<file path="src/hw/rtl/tbo_pkg.sv">
package tbo_pkg;

    localparam int COORD_BITS    = 21;
    localparam int AXES          = 3;
    localparam int RANK_BITS     = 10;
    localparam int RANK_MAX      = 1024;
    localparam int COUNT_BITS    = $clog2(RANK_MAX + 1);
    localparam int PROD_BITS     = 2 * COORD_BITS;
    localparam int VOL_BITS      = 3 * COORD_BITS;
    localparam int CFG_IDX_BITS  = 3;

    localparam int IN_FIELD_BITS = 2 * AXES * COORD_BITS + RANK_BITS;
    localparam int IN_DATA_BITS  = ((IN_FIELD_BITS + 7) / 8) * 8;
    localparam int OUT_FIELD_BITS = 2 * AXES * COORD_BITS + VOL_BITS + RANK_BITS + COUNT_BITS;
    localparam int OUT_DATA_BITS = ((OUT_FIELD_BITS + 7) / 8) * 8;

    typedef logic [COORD_BITS-1:0] coord_t;
    typedef logic [COORD_BITS:0]   coord_end_t;
    typedef logic [RANK_BITS-1:0]  rank_t;
    typedef logic [COUNT_BITS-1:0] count_t;
    typedef logic [PROD_BITS-1:0]  prod_t;
    typedef logic [VOL_BITS-1:0]   vol_t;

    typedef enum logic [CFG_IDX_BITS-1:0] {
        CFG_TILE_OFF_X = 3'd0,
        CFG_TILE_OFF_Y = 3'd1,
        CFG_TILE_OFF_Z = 3'd2,
        CFG_TILE_LEN_X = 3'd3,
        CFG_TILE_LEN_Y = 3'd4,
        CFG_TILE_LEN_Z = 3'd5
    } cfg_index_t;

    typedef enum logic [1:0] {
        ST_IDLE,
        ST_MUL1,
        ST_MUL2
    } ctrl_state_t;

    typedef struct packed {
        logic load_a;
        logic mul1;
        logic mul2;
        logic upd;
    } dp_cmd_t;

endpackage

</file>
<file path="src/hw/rtl/tbo_ctrl.sv">
module tbo_ctrl (
    input  logic             clk,
    input  logic             rst_n,
    input  logic             in_valid,
    output logic             in_ready,
    output logic             out_valid,
    input  logic             out_ready,
    output tbo_pkg::dp_cmd_t cmd
);
    import tbo_pkg::*;

    ctrl_state_t state_reg;
    ctrl_state_t state_next;
    logic        b_valid_reg;
    logic        b_valid_next;
    logic        out_valid_reg;
    logic        out_valid_next;
    logic        b_free;

    always_ff @(posedge clk or negedge rst_n)
    begin
        if (!rst_n)
        begin
            state_reg     <= ST_IDLE;
            b_valid_reg   <= 1'b0;
            out_valid_reg <= 1'b0;
        end
        else
        begin
            state_reg     <= state_next;
            b_valid_reg   <= b_valid_next;
            out_valid_reg <= out_valid_next;
        end
    end

    always_comb
    begin
        cmd        = '0;
        in_ready   = 1'b0;
        state_next = state_reg;
        cmd.upd    = b_valid_reg && (!out_valid_reg || out_ready);
        b_free     = !b_valid_reg || cmd.upd;
        case (state_reg)
            ST_IDLE:
            begin
                in_ready = 1'b1;
                if (in_valid)
                begin
                    cmd.load_a = 1'b1;
                    state_next = ST_MUL1;
                end
            end
            ST_MUL1:
            begin
                cmd.mul1   = 1'b1;
                state_next = ST_MUL2;
            end
            ST_MUL2:
            begin
                if (b_free)
                begin
                    cmd.mul2 = 1'b1;
                    in_ready = 1'b1;
                    if (in_valid)
                    begin
                        cmd.load_a = 1'b1;
                        state_next = ST_MUL1;
                    end
                    else
                    begin
                        state_next = ST_IDLE;
                    end
                end
            end
            default:
            begin
                state_next = ST_IDLE;
            end
        endcase
        b_valid_next   = cmd.mul2 ? 1'b1 : (cmd.upd ? 1'b0 : b_valid_reg);
        out_valid_next = cmd.upd ? 1'b1 : (out_ready ? 1'b0 : out_valid_reg);
    end

    assign out_valid = out_valid_reg;

endmodule

</file>
<file path="src/hw/rtl/tbo_dp.sv">
module tbo_dp (
    input  logic                                clk,
    input  logic                                rst_n,
    input  tbo_pkg::dp_cmd_t                    cmd,
    input  logic                                cfg_we,
    input  logic [tbo_pkg::CFG_IDX_BITS-1:0]    cfg_index,
    input  logic [tbo_pkg::COORD_BITS-1:0]      cfg_data,
    input  logic [tbo_pkg::IN_DATA_BITS-1:0]    in_data,
    input  logic                                in_last,
    output logic [tbo_pkg::OUT_DATA_BITS-1:0]   out_data,
    output logic                                out_overlap,
    output logic                                out_last
);
    import tbo_pkg::*;

    coord_t [AXES-1:0] tile_off_reg;
    coord_t [AXES-1:0] tile_len_reg;

    coord_t [AXES-1:0] lo_c;
    coord_t [AXES-1:0] ext_c;
    logic              hit_c;

    logic              hit_a_reg;
    coord_t [AXES-1:0] lo_a_reg;
    coord_t [AXES-1:0] ext_a_reg;
    rank_t             rank_a_reg;
    logic              last_a_reg;

    prod_t             prod_reg;
    prod_t             mul_a;
    coord_t            mul_b;
    vol_t              mul_p;

    logic              hit_b_reg;
    coord_t [AXES-1:0] lo_b_reg;
    coord_t [AXES-1:0] ext_b_reg;
    vol_t              vol_b_reg;
    rank_t             rank_b_reg;
    logic              last_b_reg;

    vol_t              best_vol_reg;
    vol_t              best_vol_next;
    rank_t             best_rank_reg;
    rank_t             best_rank_next;
    count_t            count_reg;
    count_t            count_next;
    rank_t             owner_c;
    count_t            count_c;
    logic              win;

    coord_t [AXES-1:0] out_lo_reg;
    coord_t [AXES-1:0] out_ext_reg;
    vol_t              out_vol_reg;
    rank_t             out_owner_reg;
    count_t            out_count_reg;
    logic              out_hit_reg;
    logic              out_last_reg;

    always_ff @(posedge clk or negedge rst_n)
    begin
        if (!rst_n)
        begin
            tile_off_reg <= '0;
            for (int a = 0; a < AXES; a++)
            begin
                tile_len_reg[a] <= COORD_BITS'(1);
            end
        end
        else if (cfg_we)
        begin
            case (cfg_index)
                CFG_TILE_OFF_X: tile_off_reg[0] <= cfg_data;
                CFG_TILE_OFF_Y: tile_off_reg[1] <= cfg_data;
                CFG_TILE_OFF_Z: tile_off_reg[2] <= cfg_data;
                CFG_TILE_LEN_X: tile_len_reg[0] <= cfg_data;
                CFG_TILE_LEN_Y: tile_len_reg[1] <= cfg_data;
                CFG_TILE_LEN_Z: tile_len_reg[2] <= cfg_data;
                default:
                begin
                end
            endcase
        end
    end

    // per-axis clip of the incoming box against the tile
    always_comb
    begin
        coord_t     bo;
        coord_t     bl;
        coord_t     s;
        coord_end_t be;
        coord_end_t te;
        coord_end_t e;
        hit_c = 1'b1;
        for (int a = 0; a < AXES; a++)
        begin
            bo = in_data[a*COORD_BITS +: COORD_BITS];
            bl = in_data[(AXES+a)*COORD_BITS +: COORD_BITS];
            be = {1'b0, bo} + {1'b0, bl};
            te = {1'b0, tile_off_reg[a]} + {1'b0, tile_len_reg[a]};
            s  = (bo > tile_off_reg[a]) ? bo : tile_off_reg[a];
            e  = (be < te) ? be : te;
            lo_c[a]  = s;
            ext_c[a] = COORD_BITS'(e - {1'b0, s});
            if (!({1'b0, s} < e))
            begin
                hit_c = 1'b0;
            end
        end
    end

    always_ff @(posedge clk)
    begin
        if (cmd.load_a)
        begin
            hit_a_reg  <= hit_c;
            lo_a_reg   <= hit_c ? lo_c : '0;
            ext_a_reg  <= hit_c ? ext_c : '0;
            rank_a_reg <= in_data[2*AXES*COORD_BITS +: RANK_BITS];
            last_a_reg <= in_last;
        end
    end

    // one multiplier, used for x*y and then for (x*y)*z
    assign mul_a = cmd.mul2 ? prod_reg : PROD_BITS'(ext_a_reg[0]);
    assign mul_b = cmd.mul2 ? ext_a_reg[2] : ext_a_reg[1];
    assign mul_p = VOL_BITS'(mul_a) * VOL_BITS'(mul_b);

    always_ff @(posedge clk)
    begin
        if (cmd.mul1)
        begin
            prod_reg <= mul_p[PROD_BITS-1:0];
        end
        if (cmd.mul2)
        begin
            hit_b_reg  <= hit_a_reg;
            lo_b_reg   <= lo_a_reg;
            ext_b_reg  <= ext_a_reg;
            vol_b_reg  <= mul_p;
            rank_b_reg <= rank_a_reg;
            last_b_reg <= last_a_reg;
        end
    end

    always_comb
    begin
        win     = hit_b_reg && ((count_reg == '0) || (vol_b_reg > best_vol_reg));
        owner_c = win ? rank_b_reg : best_rank_reg;
        count_c = (hit_b_reg && (count_reg < COUNT_BITS'(RANK_MAX))) ?
                  count_reg + COUNT_BITS'(1) : count_reg;
        best_vol_next  = best_vol_reg;
        best_rank_next = best_rank_reg;
        count_next     = count_reg;
        if (cmd.upd)
        begin
            if (last_b_reg)
            begin
                best_vol_next  = '0;
                best_rank_next = '0;
                count_next     = '0;
            end
            else
            begin
                best_vol_next  = win ? vol_b_reg : best_vol_reg;
                best_rank_next = owner_c;
                count_next     = count_c;
            end
        end
    end

    always_ff @(posedge clk or negedge rst_n)
    begin
        if (!rst_n)
        begin
            best_vol_reg  <= '0;
            best_rank_reg <= '0;
            count_reg     <= '0;
        end
        else
        begin
            best_vol_reg  <= best_vol_next;
            best_rank_reg <= best_rank_next;
            count_reg     <= count_next;
        end
    end

    always_ff @(posedge clk)
    begin
        if (cmd.upd)
        begin
            out_lo_reg    <= lo_b_reg;
            out_ext_reg   <= ext_b_reg;
            out_vol_reg   <= vol_b_reg;
            out_owner_reg <= owner_c;
            out_count_reg <= count_c;
            out_hit_reg   <= hit_b_reg;
            out_last_reg  <= last_b_reg;
        end
    end

    assign out_data = OUT_DATA_BITS'({out_count_reg, out_owner_reg, out_vol_reg,
                                      out_ext_reg, out_lo_reg});
    assign out_overlap = out_hit_reg;
    assign out_last    = out_last_reg;

endmodule

</file>
<file path="src/hw/rtl/tile_box_overlap_owner_select_core.sv">
// channel  dir  handshake                  payload
// s_*      in   s_tvalid / s_tready        s_tdata (boxes), s_tlast (last box)
// m_*      out  m_tvalid / m_tready        m_tdata (clip, owner), m_tuser, m_tlast
// cfg_*    in   cfg_valid / cfg_ready      cfg_index, cfg_data (tile registers)
//
// The single 42x21 multiplier forms x*y, then (x*y)*z; a new box is taken only when idle
// or as the previous box does (x*y)*z. A box passes the clip, product and volume
// registers before the result register; owner update runs in parallel with the next
// box. Reset clears the tile to offset 0, length 1 and the owner state. A stalled m
// side holds one result, one finished volume and one box in the multiplier, then
// stops s_tready. cfg_ready is always high.
module tile_box_overlap_owner_select_core (
    input  logic                               clk,
    input  logic                               rst_n,
    input  logic                               s_tvalid,
    output logic                               s_tready,
    // box_off_x, box_off_y, box_off_z, box_len_x, box_len_y, box_len_z, rank_id
    input  logic [tbo_pkg::IN_DATA_BITS-1:0]   s_tdata,
    input  logic                               s_tlast,
    output logic                               m_tvalid,
    input  logic                               m_tready,
    // clip_off_x, clip_off_y, clip_off_z, clip_len_x, clip_len_y, clip_len_z,
    // clip_volume, owner_rank, contributor_count, zero pad
    output logic [tbo_pkg::OUT_DATA_BITS-1:0]  m_tdata,
    // overlaps
    output logic                               m_tuser,
    output logic                               m_tlast,
    input  logic                               cfg_valid,
    output logic                               cfg_ready,
    input  logic [tbo_pkg::CFG_IDX_BITS-1:0]   cfg_index,
    input  logic [tbo_pkg::COORD_BITS-1:0]     cfg_data
);
    import tbo_pkg::*;

    localparam int VOL_LSB   = 2 * AXES * COORD_BITS;
    localparam int COUNT_LSB = VOL_LSB + VOL_BITS + RANK_BITS;

    dp_cmd_t cmd;

    assign cfg_ready = 1'b1;

    tbo_ctrl u_ctrl (
        .clk       (clk),
        .rst_n     (rst_n),
        .in_valid  (s_tvalid),
        .in_ready  (s_tready),
        .out_valid (m_tvalid),
        .out_ready (m_tready),
        .cmd       (cmd)
    );

    tbo_dp u_dp (
        .clk         (clk),
        .rst_n       (rst_n),
        .cmd         (cmd),
        .cfg_we      (cfg_valid && cfg_ready),
        .cfg_index   (cfg_index),
        .cfg_data    (cfg_data),
        .in_data     (s_tdata),
        .in_last     (s_tlast),
        .out_data    (m_tdata),
        .out_overlap (m_tuser),
        .out_last    (m_tlast)
    );

    assert property (@(posedge clk) disable iff (!rst_n)
        m_tvalid |-> (m_tdata[COUNT_LSB +: COUNT_BITS] <= COUNT_BITS'(RANK_MAX)))
        else $error("contributor count above limit");

    assert property (@(posedge clk) disable iff (!rst_n)
        (m_tvalid && !m_tuser) |-> (m_tdata[VOL_LSB +: VOL_BITS] == '0))
        else $error("nonzero volume without overlap");

    assert property (@(posedge clk) disable iff (!rst_n)
        (m_tvalid && m_tuser) |-> (m_tdata[COUNT_LSB +: COUNT_BITS] != '0))
        else $error("overlap with zero contributor count");

    assert property (@(posedge clk) disable iff (!rst_n)
        (s_tvalid && s_tready) |=> !s_tready)
        else $error("box taken in back-to-back cycles");

endmodule
</file>
<file path="config.mk">
export PLATFORM = sky130hd
export DESIGN_NAME = tile_box_overlap_owner_select_core
export DESIGN_NICKNAME = d
export VERILOG_FILES = /design/src/hw/rtl/tbo_pkg.sv /design/src/hw/rtl/tbo_ctrl.sv /design/src/hw/rtl/tbo_dp.sv /design/src/hw/rtl/tile_box_overlap_owner_select_core.sv
export SDC_FILE = /design/constraint.sdc
export NUM_CORES = 2
export LEC_CHECK = 0
export BUFFER_PORTS_ARGS = -buffer_cell sky130_fd_sc_hd__buf_2
export CORE_ASPECT_RATIO = 1.75
export CORE_MARGIN = 5
export CORE_UTILIZATION = 38
export CTS_BUF_LIST = sky130_fd_sc_hd__clkbuf_4 sky130_fd_sc_hd__clkbuf_8
export DETAILED_ROUTE_END_ITERATION = 10
export MAX_ROUTING_LAYER = met4
export SLEW_MARGIN = 20
export SYNTH_ARGS = -nofsm -noshare
export SYNTH_HDL_FRONTEND = slang
export SYNTH_SLANG_ARGS = --single-unit
</file>
<file path="constraint.sdc">
create_clock -name clk -period 22.8 [get_ports clk]
set_input_delay 2.28 -clock clk [delete_from_list [all_inputs] [get_ports clk]]
set_output_delay 2.28 -clock clk [all_outputs]
set_load 0.01 [all_outputs]
</file>
==> key figures <==
Run status
  – Status: completed

STA
  – Slew Viols, Final: 0
  – Hold slack: roughly 0.41 ns
  – Clock Skew: 0.125 ns
  – Final Hold Vio Count: 0
  – Min Clock Period, post-route: between 10 and 15 ns
  – Slew Limit Headroom: 13.0%
  – Worst-margin pin slew: around 1.3 ns
  – Tcrit/Tclk final: ~53%
  – FMAX: ~83 MHz
  – RSZ-0062 raised after global routing: false
  – Final setup violation count: 0
  – Setup TNS: 0 ns

Routing
  – Drt total wl: between 200000 and 250000 um
  – DR vias: 52842
  – Iter 0 DRT Violations: 3793
  – ANT nets after route: 0
  – Drt wl/cell: 23.9 um
  – Post-route DRC violation count: 0
  – Drt first pass iters: 5
  – DR vias/cell: about 5.4

Yosys
  – Mapped Avg Cell Area: between 10 and 15 um^2
  – EDFF count, synth: 593
  – Synthesized cell area: 71500 um^2
  – #FFs+latches synth: 807
  – Ys flop type: edfxtp_1
  – Sequential share of the synthesized area: between 30% and 40%
  – Cell count after synthesis: 6948
  – Synth cell types: between 80 and 90
  – Synth warnings: 0
  – Async set-reset flop share out of synthesis: between 20% and 30%

Die
  – Die ar.: ~200000 um^2
  – Die Span X: between 300 and 400 um
  – Core box area: around 190000 um^2
  – Starting Density: around two fifths
  – Die height: just under 600 um
  – # rows: 210
  – IO Pins: between 300 and 400

Critical path
  – FF-to-FF End: u_dp.vol_b_reg[58]
  – Crit Path Max Fanout: slightly below 70
  – CP Capture Type: flip-flop
  – Launching point of the worst reg2reg path: u_ctrl.state_reg[0]
  – Worst path slowest cell: nor4_1
  – Crit-path most repeated cell: fa_1
  – Critical Path RT: ~23 ns
  – R2R Setup Slk: about 12 ns
  – CP startpoint kind: primary input
  – Worst reg2reg path depth: 29
  – Critical Path AT: approximately 13 ns
  – Worst setup path category: primary input to flip-flop
  – Max incr delay on CP: 0.82 ns

GRT
  – Vias in the first global route: 56485
  – First-pass GRT wire length: approximately 350000 um
  – Grt ovf: 0
  – Largest net degree at the start of global routing: 110
  – Initial antenna violation count: 7
  – Gr usage total: 24.3%

Finish
  – Layout area overhead: 10.5%
  – Most common cell after layout, fill and taps aside: inv_1
  – Final Util: between 40% and 50%
  – Commonest cells after routing, fill and taps aside: 1126 x inv_1, 802 x nand2_1, 766 x fa_1
  – Largest register FFs: around 130
  – Final Net Count: 8823
  – Layout cell share with drive strength beyond 1: 12.6%

Clock network
  – CTS Hold Buffers Added: 0
  – Clk root buf: clkbuf_8
  – Post-CTS Setup Inserts: 0
  – Clk buf depth: 4
  – Clock transition at path regs: approximately 0.070 ns
  – H-tree lvl count: 4
  – Post-cts gate resize count: 0
  – TritonCTS clock tree: built
  – Latest clock arrival within the worst-skew pair: about 0.95 ns
  – Sink Count: approximately 810
  – Num CTS Buffers: around 140

Worst hold path
  – Hold Path Cell Cnt: 0
  – Hold endpoint: u_dp.hit_b_reg
  – Hold_sp: u_dp.hit_a_reg
  – Hold Path Class: flip-flop to flip-flop

Placement
  – GPL Wtd Cong: approximately 0.97
  – Hpwl dp: 186000 um
  – Port Buf Inserts: about 380

Job
  – Max-cap violations: 0
[critical path: cells and delay by family]
family                   cells  cell delay [ns]
AO/OA/AOI/OAI                4             1.33
adder cells (fa/ha/maj)      8             4.04
buffers and inverters        7             1.99
AND/OR/NAND/NOR             11             2.73
XOR/XNOR                     1             0.14
[per-layer routing]
metal  track usage [%]  up-vias  wire, um
met5                 -        -         0
met4              13.6        0     16800
met3              2.94      644     12700
met2              41.7     1976    118000
met1              27.4    26536     87500
li1                  -    23686         -
[Yosys cell counts, types with 46 or more instances]
cell      number  area, um^2
fa_1         766       15300
nand4_1       61         382
clkbuf_1     216         811
nand2_1      802        3010
mux2_2       117        1320
inv_1       1128        4230
a21oi_1      264        1320
and3_1       188        1180
mux2i_1       88         881
o21ai_0      222        1110
xnor2_1      142        1240
o21bai_1      46         345
nor3_1       106         531
and2_1        56         350
nor2b_1       48         300
ha_1         613        7670
nand3_1      100         500
dfrtp_1      211        5280
a21o_1       185        1390
edfxtp_1     593       17800
xor2_1        80         701
a22o_1        76         666
nor2_1       366        1370
[how the worst max path moves through the flow]
stage                     startpoint                 end  depth (start not counted)  slack (ns)
after floorplan             m_tready  u_dp.vol_b_reg[62]                         30        6.62
after global placement      m_tready  u_dp.vol_b_reg[58]                         31        9.85
after detailed placement    m_tready  u_dp.vol_b_reg[58]                         31        9.79
after CTS                   m_tready  u_dp.vol_b_reg[58]                         31       10.70
after global routing        m_tready  u_dp.vol_b_reg[58]                         31       10.28
final                       m_tready  u_dp.vol_b_reg[58]                         31       10.78
[through the flow]
step,worst slack [ns],std cells,instance area [um^2]
floorplan,6.62,6953,71500
global placement,9.85,9572,76000
detailed placement,9.79,9572,76000
CTS,10.70,9815,78900
global route,10.28,9818,78900
finish,10.78,9819,78900
[area by class of cell]
class / instances / area [um^2]
clock buffer: 192 / 2430
tap: 2438 / 3050
sequential: 807 / 23200
clock inverter: 51 / 464
multi-input combinational: 4727 / 43000
timing repair buffer: 472 / 2610
fill: 18130 / 108000
inverter: 1128 / 4250
antenna: 4 / 10.0
[logic make-up after synthesis]
group                    synth area share [%]
AND/OR/NAND/NOR                          12.4
buffers and inverters                    7.71
adder cells (fa/ha/maj)                  32.2
AO/OA/AOI/OAI                            9.49
flip-flops                               32.4
XOR/XNOR                                 2.72
multiplexers                             3.08
other                                  0.0105
Power is left out: the tool's default activity adds up to more than one toggle a clock period on the data nets, which glitch-free logic cannot reach.
